<file path="src/rtl/polygon_area_centroid_core_macros.svh">
// ----------------------------------------------------------------------------
// Polygon area and centroid core: assertion macros
// Short forms for the concurrent checks at the end of the core. They expect
// clk and arst_n in the scope where they are used.
// ----------------------------------------------------------------------------
`ifndef POLYGON_AREA_CENTROID_CORE_MACROS_SVH
`define POLYGON_AREA_CENTROID_CORE_MACROS_SVH

// Consequent must hold in the same cycle as the antecedent
`define PAC_ASSERT_SAME(label, ante, cons, msg) \
	label: assert property (@(posedge clk) disable iff (!arst_n) (ante) |-> (cons)) \
		else $error(msg);

// Consequent must hold in the cycle after the antecedent
`define PAC_ASSERT_NEXT(label, ante, cons, msg) \
	label: assert property (@(posedge clk) disable iff (!arst_n) (ante) |=> (cons)) \
		else $error(msg);

`endif

</file>
<file path="src/rtl/pac_pkg.sv">
// ----------------------------------------------------------------------------
// Polygon area and centroid package
// Widths, status codes and the request and result types of the core.
// ----------------------------------------------------------------------------
package pac_pkg;

	// Coordinate and accumulator widths
	localparam int COORD_BITS       = 16;
	localparam int CROSS_BITS       = 44;
	localparam int WSUM_BITS        = 60;
	localparam int AREA_BITS        = 43;
	localparam int MAX_VERTICES_DEF = 1024;

	// Result status codes
	typedef enum logic [2:0] {
		STATUS_OK   = 3'd0,
		STATUS_FEW  = 3'd1,
		STATUS_ZERO = 3'd2,
		STATUS_SAT  = 3'd3,
		STATUS_MANY = 3'd4
	} status_t;

	// One vertex request
	typedef struct packed {
		logic signed [COORD_BITS-1:0] vertex_x;
		logic signed [COORD_BITS-1:0] vertex_y;
		logic                         last_vertex;
	} vertex_t;

	// One polygon result
	typedef struct packed {
		logic signed [COORD_BITS-1:0] centroid_x;
		logic signed [COORD_BITS-1:0] centroid_y;
		logic [AREA_BITS-1:0]         doubled_area;
		status_t                      status;
	} result_t;

endpackage

</file>
<file path="src/rtl/polygon_area_centroid_core.sv">
// ----------------------------------------------------------------------------
// Polygon area and centroid core
// Shoelace accumulation over one shared multiplier, then two restoring
// divisions for the centroid, all under one small sequencer.
// ----------------------------------------------------------------------------
// Usage:
//   Vertices enter on the vertex channel (vertex_valid / vertex_stall), one
//   request each, with last_vertex set on the final vertex of a polygon.
//   One result per polygon leaves on the result channel (result_valid /
//   result_stall) after the flagged vertex.
//   Vertex handling: the first vertex of a polygon needs no multiplier pass;
//   every further vertex takes four passes through the shared
//   17 x 33 multiplier (two cross products, two weighted sums).
//   For a proper polygon the flagged vertex is followed by the closing edge
//   on the multiplier, then two 60-step divisions by three times the doubled
//   area, one quotient bit a cycle; polygons with under three or too many
//   vertices report without either, zero area without the divisions.
//   vertex_stall is high while a vertex or a polygon is being worked on.
//   A result waits in the output register while result_stall is high; the
//   core keeps taking vertices of the next polygon meanwhile and holds back
//   only when its next result is ready and the register is still full.
//   Reset clears the accumulators, the vertex count and the output valid.
// ----------------------------------------------------------------------------
`include "polygon_area_centroid_core_macros.svh"

module polygon_area_centroid_core
	import pac_pkg::*;
#(
	parameter int unsigned MAX_VERTICES = MAX_VERTICES_DEF
) (
	input  logic    clk,
	input  logic    arst_n,
	input  logic    vertex_valid,
	output logic    vertex_stall,
	input  vertex_t vertex,
	output logic    result_valid,
	input  logic    result_stall,
	output result_t result
);

	// Derived widths
	localparam int CW        = $clog2(MAX_VERTICES + 2);
	localparam int PROD_BITS = 2 * COORD_BITS;
	localparam int Z_BITS    = PROD_BITS + 1;
	localparam int SUM_BITS  = COORD_BITS + 1;
	localparam int MUL_BITS  = SUM_BITS + Z_BITS;
	localparam int DW        = CROSS_BITS + 2;
	localparam int QW        = WSUM_BITS;
	localparam int DCW       = $clog2(QW);
	localparam int CMAX      = 2 ** (COORD_BITS - 1) - 1;
	localparam logic [CW-1:0]  MAX_CNT  = CW'(MAX_VERTICES);
	localparam logic [CW-1:0]  MIN_CNT  = CW'(3);
	localparam logic [DCW-1:0] LAST_BIT = DCW'(QW - 1);

	typedef enum logic [10:0] {
		ST_IDLE = 11'b000_0000_0001,
		ST_MUL1 = 11'b000_0000_0010,
		ST_MUL2 = 11'b000_0000_0100,
		ST_MUL3 = 11'b000_0000_1000,
		ST_MUL4 = 11'b000_0001_0000,
		ST_FIN  = 11'b000_0010_0000,
		ST_CHK  = 11'b000_0100_0000,
		ST_PREP = 11'b000_1000_0000,
		ST_DIV  = 11'b001_0000_0000,
		ST_QOUT = 11'b010_0000_0000,
		ST_EMIT = 11'b100_0000_0000
	} state_t;

	state_t state_q;

	// Polygon state
	logic signed [COORD_BITS-1:0] first_x_q, first_y_q, prev_x_q, prev_y_q;
	logic [CW-1:0]                count_q;
	logic                         last_q, closing_q;
	logic signed [CROSS_BITS-1:0] cross_q;
	logic signed [WSUM_BITS-1:0]  wx_q, wy_q;

	// Edge datapath
	logic signed [COORD_BITS-1:0] ax_q, ay_q, bx_q, by_q;
	logic signed [PROD_BITS-1:0]  p1_q;
	logic signed [Z_BITS-1:0]     z_q;
	logic signed [SUM_BITS-1:0]   sumx_q, sumy_q;
	logic signed [SUM_BITS-1:0]   mul_a;
	logic signed [Z_BITS-1:0]     mul_b;
	logic signed [MUL_BITS-1:0]   mul_p;

	// Division datapath
	logic signed [DW-1:0]         d_q;
	logic [DW-1:0]                dmag_q, rem_q;
	logic [QW-1:0]                num_q, num_abs;
	logic [DCW-1:0]               div_cnt_q;
	logic                         neg_q, sel_y_q, sat_q;
	logic signed [WSUM_BITS-1:0]  wsel;
	logic [DW:0]                  trial;
	logic [DW+1:0]                diff;
	logic                         ge;
	logic [CROSS_BITS-1:0]        c_abs;
	logic [COORD_BITS-1:0]        q_low;
	logic                         sat_now;
	logic signed [COORD_BITS-1:0] coord;

	// Result staging and output register
	logic signed [COORD_BITS-1:0] cx_q, cy_q;
	logic [AREA_BITS-1:0]         area_q;
	status_t                      status_q;
	logic                         result_valid_q;
	result_t                      result_q;

	logic accept, emit_go;

	assign vertex_stall = (state_q != ST_IDLE);
	assign accept       = vertex_valid && !vertex_stall;
	assign emit_go      = (state_q == ST_EMIT) && (!result_valid_q || !result_stall);
	assign result_valid = result_valid_q;
	assign result       = result_q;

	// Select the operands of the shared multiplier
	always_comb begin
		case (state_q)
			ST_MUL1: begin
				mul_a = SUM_BITS'(ax_q);
				mul_b = Z_BITS'(by_q);
			end
			ST_MUL2: begin
				mul_a = SUM_BITS'(bx_q);
				mul_b = Z_BITS'(ay_q);
			end
			ST_MUL3: begin
				mul_a = sumx_q;
				mul_b = z_q;
			end
			ST_MUL4: begin
				mul_a = sumy_q;
				mul_b = z_q;
			end
			default: begin
				mul_a = '0;
				mul_b = '0;
			end
		endcase
	end

	assign mul_p = MUL_BITS'(mul_a) * MUL_BITS'(mul_b);

	// Magnitudes and one restoring division step
	assign c_abs   = cross_q[CROSS_BITS-1] ? -cross_q : cross_q;
	assign wsel    = sel_y_q ? wy_q : wx_q;
	assign num_abs = wsel[WSUM_BITS-1] ? -wsel : wsel;
	assign trial   = {rem_q, num_q[QW-1]};
	assign diff    = {1'b0, trial} - {2'b00, dmag_q};
	assign ge      = !diff[DW+1];

	// Clamp the quotient to the coordinate range
	assign q_low   = num_q[COORD_BITS-1:0];
	assign sat_now = neg_q ? (num_q > QW'(CMAX + 1)) : (num_q > QW'(CMAX));
	always_comb begin
		if (sat_now) begin
			coord = neg_q ? {1'b1, {(COORD_BITS-1){1'b0}}} : {1'b0, {(COORD_BITS-1){1'b1}}};
		end else begin
			coord = neg_q ? -q_low : q_low;
		end
	end

	// Sequencer, accumulators and output valid
	always_ff @(posedge clk or negedge arst_n) begin
		if (!arst_n) begin
			state_q        <= ST_IDLE;
			count_q        <= '0;
			cross_q        <= '0;
			wx_q           <= '0;
			wy_q           <= '0;
			last_q         <= 1'b0;
			closing_q      <= 1'b0;
			sel_y_q        <= 1'b0;
			sat_q          <= 1'b0;
			div_cnt_q      <= '0;
			result_valid_q <= 1'b0;
		end else begin
			// Raise the valid on a new result, drop it once the result is taken
			if (emit_go) begin
				result_valid_q <= 1'b1;
			end else if (result_valid_q && !result_stall) begin
				result_valid_q <= 1'b0;
			end
			case (state_q)
				ST_IDLE: begin
					if (accept) begin
						last_q    <= vertex.last_vertex;
						closing_q <= 1'b0;
						if (count_q <= MAX_CNT) begin
							count_q <= count_q + CW'(1);
						end
						if (count_q != '0 && count_q < MAX_CNT) begin
							state_q <= ST_MUL1;
						end else if (vertex.last_vertex) begin
							state_q <= ST_FIN;
						end
					end
				end
				ST_MUL1: state_q <= ST_MUL2;
				ST_MUL2: state_q <= ST_MUL3;
				ST_MUL3: begin
					cross_q <= cross_q + CROSS_BITS'(z_q);
					wx_q    <= wx_q + WSUM_BITS'(mul_p);
					state_q <= ST_MUL4;
				end
				ST_MUL4: begin
					wy_q <= wy_q + WSUM_BITS'(mul_p);
					if (closing_q) begin
						state_q <= ST_CHK;
					end else if (last_q) begin
						state_q <= ST_FIN;
					end else begin
						state_q <= ST_IDLE;
					end
				end
				ST_FIN: begin
					if (count_q > MAX_CNT || count_q < MIN_CNT) begin
						state_q <= ST_EMIT;
					end else begin
						closing_q <= 1'b1;
						state_q   <= ST_MUL1;
					end
				end
				ST_CHK: begin
					sel_y_q <= 1'b0;
					sat_q   <= 1'b0;
					state_q <= (cross_q == '0) ? ST_EMIT : ST_PREP;
				end
				ST_PREP: begin
					div_cnt_q <= '0;
					state_q   <= ST_DIV;
				end
				ST_DIV: begin
					div_cnt_q <= div_cnt_q + DCW'(1);
					if (div_cnt_q == LAST_BIT) begin
						state_q <= ST_QOUT;
					end
				end
				ST_QOUT: begin
					sat_q <= sat_q | sat_now;
					if (sel_y_q) begin
						state_q <= ST_EMIT;
					end else begin
						sel_y_q <= 1'b1;
						state_q <= ST_PREP;
					end
				end
				ST_EMIT: begin
					// Start a fresh polygon once the output register is loaded
					if (emit_go) begin
						count_q <= '0;
						cross_q <= '0;
						wx_q    <= '0;
						wy_q    <= '0;
						state_q <= ST_IDLE;
					end
				end
				default: state_q <= ST_IDLE;
			endcase
		end
	end

	// Operand, division and result registers
	always_ff @(posedge clk) begin
		case (state_q)
			ST_IDLE: begin
				if (accept) begin
					if (count_q == '0) begin
						first_x_q <= vertex.vertex_x;
						first_y_q <= vertex.vertex_y;
					end
					if (count_q < MAX_CNT) begin
						prev_x_q <= vertex.vertex_x;
						prev_y_q <= vertex.vertex_y;
					end
					ax_q <= prev_x_q;
					ay_q <= prev_y_q;
					bx_q <= vertex.vertex_x;
					by_q <= vertex.vertex_y;
				end
			end
			ST_MUL1: begin
				p1_q <= mul_p[PROD_BITS-1:0];
			end
			ST_MUL2: begin
				z_q    <= Z_BITS'(p1_q) - Z_BITS'($signed(mul_p[PROD_BITS-1:0]));
				sumx_q <= SUM_BITS'(ax_q) + SUM_BITS'(bx_q);
				sumy_q <= SUM_BITS'(ay_q) + SUM_BITS'(by_q);
			end
			ST_FIN: begin
				// Close the polygon back to its first vertex
				ax_q     <= prev_x_q;
				ay_q     <= prev_y_q;
				bx_q     <= first_x_q;
				by_q     <= first_y_q;
				cx_q     <= '0;
				cy_q     <= '0;
				area_q   <= '0;
				status_q <= (count_q > MAX_CNT) ? STATUS_MANY : STATUS_FEW;
			end
			ST_CHK: begin
				d_q      <= DW'(cross_q) + (DW'(cross_q) <<< 1);
				area_q   <= c_abs[AREA_BITS-1:0];
				cx_q     <= '0;
				cy_q     <= '0;
				status_q <= STATUS_ZERO;
			end
			ST_PREP: begin
				dmag_q <= d_q[DW-1] ? -d_q : d_q;
				num_q  <= num_abs;
				neg_q  <= wsel[WSUM_BITS-1] ^ d_q[DW-1];
				rem_q  <= '0;
			end
			ST_DIV: begin
				rem_q <= ge ? diff[DW-1:0] : trial[DW-1:0];
				num_q <= {num_q[QW-2:0], ge};
			end
			ST_QOUT: begin
				if (sel_y_q) begin
					cy_q     <= coord;
					status_q <= (sat_q || sat_now) ? STATUS_SAT : STATUS_OK;
				end else begin
					cx_q <= coord;
				end
			end
			ST_EMIT: begin
				if (emit_go) begin
					result_q.centroid_x   <= cx_q;
					result_q.centroid_y   <= cy_q;
					result_q.doubled_area <= area_q;
					result_q.status       <= status_q;
				end
			end
			default: begin
			end
		endcase
	end

	// Checks
	`PAC_ASSERT_NEXT(a_clear_after_emit, emit_go, (count_q == '0) && (cross_q == '0) && (state_q == ST_IDLE), "polygon state not cleared after result")
	`PAC_ASSERT_SAME(a_div_cnt_range, state_q == ST_DIV, div_cnt_q <= LAST_BIT, "division step count out of range")
	`PAC_ASSERT_SAME(a_area_nonzero, result_valid_q && (result_q.status == STATUS_OK || result_q.status == STATUS_SAT), result_q.doubled_area != '0, "centroid given for zero area")
	`PAC_ASSERT_SAME(a_closing_valid, closing_q && (state_q == ST_MUL1), (count_q >= MIN_CNT) && (count_q <= MAX_CNT), "closing edge on degenerate polygon")

endmodule

</file>
<file path="config.mk">
export PLATFORM = sky130hd
export DESIGN_NAME = polygon_area_centroid_core
export DESIGN_NICKNAME = d
export VERILOG_FILES = /design/src/rtl/pac_pkg.sv /design/src/rtl/polygon_area_centroid_core.sv
export VERILOG_INCLUDE_DIRS = /design/src /design/src/rtl
export SDC_FILE = /design/constraint.sdc
export NUM_CORES = 2
export LEC_CHECK = 0
export ABC_AREA = 0
export BUFFER_PORTS_ARGS = -buffer_cell sky130_fd_sc_hd__clkbuf_2
export CORE_ASPECT_RATIO = 0.5
export CORE_MARGIN = 2
export CORE_UTILIZATION = 60
export CTS_BUF_LIST = sky130_fd_sc_hd__clkbuf_4 sky130_fd_sc_hd__clkbuf_8
export DETAILED_ROUTE_END_ITERATION = 8
export PLACE_DENSITY_LB_ADDON = 0.05
export SKIP_CTS_REPAIR_TIMING = 1
export SLEW_MARGIN = 20
export SYNTH_ARGS = -nofsm -noshare
export SYNTH_HDL_FRONTEND = slang
export SYNTH_SLANG_ARGS = --single-unit
</file>
<file path="constraint.sdc">
create_clock -name clk -period 10.6 [get_ports clk]
set_input_delay 2.12 -clock clk [delete_from_list [all_inputs] [get_ports clk]]
set_output_delay 2.12 -clock clk [all_outputs]
set_load 0.005 [all_outputs]
</file>
# Yosys cells after proc, flatten, opt, wreduce, memory -nomap -nowiden

Cells that the tools add are included.

Magnitude comparators: 6
Bitwise gates (word level): 2
$add $sub $neg: 14
Multiplexer cells: 58
Shifts and indexed selects: 0
Equality and inequality tests: 21
Reductions and logical operators: 39
Div/mod/pow operators: 0
$mul: 1

Operators with widths:

| operator             | count |
|---|---|
| $pmux 60 s2          | 3 |
| $pmux 16 s2          | 6 |
| $mux 60              | 3 |
| $mux 16              | 9 |
| $mux 11              | 11 |
| $pmux 11 s11         | 1 |
| $add 60x50->60       | 2 |
| $pmux 33 s3          | 1 |
| $pmux 46 s2          | 1 |
| $pmux 44 s2          | 1 |
| $pmux 43 s2          | 1 |
| $pmux 17 s4          | 1 |
| $gt 60x15->1 const B | 1 |
| $gt 60x16->1 const B | 1 |
| $neg 60->60          | 1 |
| $mul 17x33->50       | 1 |
| $sub 47x46->48       | 1 |
| $add 44x45->46       | 1 |
| $mux 46              | 1 |
| $neg 46->46          | 1 |
| $mux 45              | 1 |
| $add 44x33->44       | 1 |
| $logic_not 44->1     | 1 |
| $mux 44              | 1 |
| 48 further kinds     | 89 |

Bits in writable memories: 0
Bits in read-only memories: 0
Input port bits: 37
Latch bits: 0
Output and inout bits: 80
Register bits: 779
Word-level logic and storage cells: 178
Memories kept: 0

# Depth between registers and ports, before layout

Depth after elaboration: 6
Mapped depth: 52

# Least setup slack after synthesis

OpenSTA, ideal clock, no wires.

Path kind: flip-flop to flip-flop
Start point: reg state_q[9]
End point: reg wx_q[57]
Setup time: 129 ps
Required time: 10471 ps
Stages on the path, launching flop included: 46
Arrival time: 11129 ps
Path slack: -657 ps
Clock period less this slack: 11257 ps
Cell sequence: dfrtp_1 -> nor2_1 -> nand2_1 -> nor4_1 -> nand2_1 -> nor3b_1 -> buf_2 -> buf_2 -> a22oi_1 -> nand2_1 -> clkbuf_1 -> nand2_1 -> fa_1 -> inv_1 -> fa_1 -> fa_1 -> fa_1 -> fa_1 -> [... 10 more ...] -> o21bai_1 -> a31oi_1 -> o21ai_0 -> a21oi_1 -> xnor2_1 -> ha_1 -> nor2b_1 -> o21ai_0 -> o21ai_0 -> or3_1 -> a31oi_2 -> o41ai_1 -> a221o_1 -> a311o_1 -> and2_4 -> a221oi_2 -> xor2_1 -> o21ai_1

Longest elaborated chain between the ends: 6
Elaborated cells on any way between the ends: 15
Classes of those cells: 1 x add/sub; 1 x mul; 6 x eq/ne; 3 x mux; 4 x reduce/logical

Ends and longest elaborated chain:

| element                                    | line                              | source |
|---|---|---|
| start, declared                            | polygon_area_centroid_core.sv:69  | `state_t state_q;` |
| start signal, assigned                     | polygon_area_centroid_core.sv:228 | `state_q <= (cross_q == '0) ? ST_EMIT : ST_PREP;` |
| $eq 11x5->1 or $eq 11x4->1 (tied branches) | polygon_area_centroid_core.sv:119 | `case (state_q)` |
| $reduce_or 2->1 (no line)                  | -                                 |  |
| $pmux 33 s3                                | polygon_area_centroid_core.sv:119 |  |
| $mul 17x33->50 *                           | polygon_area_centroid_core.sv:143 | `assign mul_p = MUL_BITS'(mul_a) * MUL_BITS'(mul_b);` |
| net mul_p[27]                              | polygon_area_centroid_core.sv:85  | `logic signed [MUL_BITS-1:0] mul_p;` |
| $add 60x50->60 *                           | polygon_area_centroid_core.sv:204 | `wx_q <= wx_q + WSUM_BITS'(mul_p);` |
| $pmux 60 s2 *                              | polygon_area_centroid_core.sv:185 | `case (state_q)` |
| end signal, assigned                       | polygon_area_centroid_core.sv:204 |  |
| end, declared                              | polygon_area_centroid_core.sv:76  | `logic signed [WSUM_BITS-1:0] wx_q, wy_q;` |

Mark *: on every way through the listed nets, which the timed path passes. The rest lies on a longest branch.
A chain may end at the register's enable or synchronous reset.

# Final worst setup path

Start point: reg state_q[0]
End point: reg wx_q[57]

Same word-level chain as after synthesis.

==> results.ini <==
[sta]
worst_slew_pin_slew_ps = 1150
setup_viol = 0
rsz0062_at_grt = true
slew_viol_final = 0
fmaxAchievable_mhz = 94.5
setup_slack_ps = 12.6
skew_ps = 64.4
fin_setup_tns_ps = 0
hold_viol_final = 0
finalCritPeriodShare = 0.999
hold_ws_ps = 408
period_minus_slack_ps = 10590
slew_headroom = 0.234

[cells_and_area]
fin_nets = 8687
area.growth.synth_to_final_pct = 16.7
n_fill_cell = 8429
stdcell_count = 9214
drive_above_1_share = 0.170

[worst_setup_path]
slowest_delay_ps = 610
path_class = flop to flop
crit_top_cell = fa_1
worst-endpoint-arrival_ps = 11310
cp_slowest_cell = dfstp_2
critPathMaxFanout = 8
critPathTopFamily = adder cells
required_ps = 11330
cp-start-kind = flop
endpoint_kind = flop
critical_path_buf_inv_count = 9

[clocking]
cts.clk_slew.worst_paths_ps = 70
cts_buffer_depth = 3
cts_buffers = 115
cts-htree-levels = 3
clkLatencyLatePin_ps = 870
clkSinkCount = 779
cts_root_buf = clkbuf_8
cts_tree = yes

[route]
viasPerCell = 5.89
ant_nets = 0
drtPass1Iterations = 6
wl_microns = 195000
first_iter_violations = 4875
vias = 54300
wl_per_cell_microns = 21.1
drc_errors = 0

[placement]
dpl_worst_slack_ps = -972
place_inst = 8953
io_buffers = 116
dp.final_hpwl_microns = 154000
gp_congestion = 1.01

[floorplanning]
core_sq_um = 110000
die_h_microns = 240
fp.dieW_microns = 475
die_area_sq_um = 114000
io_pins = 117
fp-row-count = 86
start_util = 0.605

[grt]
antenna_found_initial = 8
grt-ovfl-total = 0
grt_usage = 0.340
grt_max_degree = 88
grt_pass1_vias = 53900
grt_pass1_wl_microns = 299000

[logic_synthesis]
ys.flop_type = edfxtp_1
synthTopCellsByCount = 879 x nand2_1, 769 x inv_1, 582 x edfxtp_1
avgSynthCellArea_sq_um = 9.60
synth_top_area_frac = 0.263
netlist_area_sq_um = 66600
synthArstFlopShare = 0.253
yosys_warnings = 0
yosysTopAreaCell = edfxtp_1
ys_ff_latch = 779
syn_nets = 8004
yosysSeqAreaShare = 0.337
synth.most_common_cell = nand2_1
synth.area.top_cells = edfxtp_1 26%, fa_1 16%, ha_1 9.2%
synth_cell_types = 89
synthCells = 6936
synth_edf_count = 582

[power]
irDropWorstVdd_mv = 0.170
power_density_nw_per_um2 = 214
p_total_mw = 16.6
cellLeakagePower_nw = 34.9

[outcome]
status = finished clean

[min_path]
hold_path.class = flop to flop

[run]
max-cap-violations = 0

-- kinds of logic (layout without fill, tap and decap cells) --
logic type / after synthesis / in the layout / share of synthesized area
AOI/OAI and AO/OA: 1498 / 1499 / 0.139
xor gates and xnor gates: 488 / 488 / 0.0643
adders and majority gates: 1031 / 1031 / 0.255
buffers and inverters: 1013 / 1791 / 0.0582
DFF: 779 / 779 / 0.337
muxes: 63 / 63 / 0.00962
other: 0 / 3 / 0
and+or+nand+nor: 2064 / 2064 / 0.137
-- layer usage --
layer | vias to the layer above | part of all wire | wire, microns | GRT usage
met2 | 2259 | 0.43 | 84200 | 0.516
met3 | 332 | 0.10 | 20000 | 0.0831
met4 | 4 | 0.027 | 5220 | 0.0881
met5 | - | 0.0011 | 210 | 0
met1 | 26700 | 0.44 | 85000 | 0.490
li1 | 25000 | - | - | -
-- path summary, 6_finish.rpt --
path | startpoint | to | slack (ps) | cells past startpoint
max | state_q[0]$_DFFE_PN1P_ | wx_q[57]$_DFFE_PN0P_ | 10 | 46
min | cx_q[14]$_DFFE_PP_ | result[76]$_DFFE_PP_ | 410 | 0
max reg2reg | state_q[0]$_DFFE_PN1P_ | wx_q[57]$_DFFE_PN0P_ | 10 | 46
min reg2reg | cx_q[14]$_DFFE_PP_ | result[76]$_DFFE_PP_ | 410 | 0
max in group asynchronous | arst_n | cross_q[43]$_DFFE_PN0P_ | 7830 | 2
min in group asynchronous | arst_n | state_q[4]$_DFFE_PN0P_ | 1260 | 1
-- metrics by stage --
stage          instance area [sq um]   util
2_1_floorplan                  66700      -
3_3_place_gp                   73400  0.667
3_5_place_dp                   73400  0.667
4_1_cts                        76000  0.691
5_1_grt                        77700  0.706
6_report                       77700  0.706
-- worst register-to-register path: cells and delay by family (launching register included) --
family | cells | cell delay [ps]
AO/OA/AOI/OAI | 16 | 3040
XOR/XNOR | 2 | 360
adder cells (fa/ha/maj) | 8 | 3600
buffers and inverters | 9 | 940
flip-flops | 1 | 610
AND/OR/NAND/NOR | 11 | 1980
-- cell type report --
| cell class | instances | area [sq um] | share of cell area |
|---|---|---|---|
| multi-input cells | 5145 | 41700 | 0.537 |
| flip-flops and latches | 779 | 22400 | 0.288 |
| repair buffers | 808 | 6200 | 0.0798 |
| inverters | 770 | 2900 | 0.0373 |
| clock buffers | 151 | 1910 | 0.0246 |
| well taps | 1496 | 1870 | 0.0241 |
| clock inverters | 62 | 662 | 0.00852 |
| diodes | 3 | 7.51 | 0.0000966 |
-- sequential cells by signal (all words and copies together), names as in the netlist, 17 cells and up --
signal and flops:
sumx_q 17, p1_q 32, rem_q 46, area_q 43
num_q 60, z_q 33, d_q 46, wx_q 60
sumy_q 17, result 78, dmag_q 46, wy_q 60
cross_q 44
-- cell usage in the layout, fill, tap and decap left out, types with 125 or more instances in the layout --
master      n
a21o_1    172
a21oi_1   401
buf_4     650
clkbuf_8  125
dfrtp_1   195
edfxtp_1  582
fa_1      532
ha_1      472
inv_1     758
nand2_1   859
nand3_1   139
nor2_1    542
o21ai_0   409
xnor2_1   300
xor2_1    179
-- power by group --
| group | switching, mW | internal [mW] |
|---|---|---|
| logic | 5.12 | 4.04 |
| clock network | 1.30 | 1.47 |
| registers | 0.638 | 4.05 |
(Power assumes the default switching activity.)
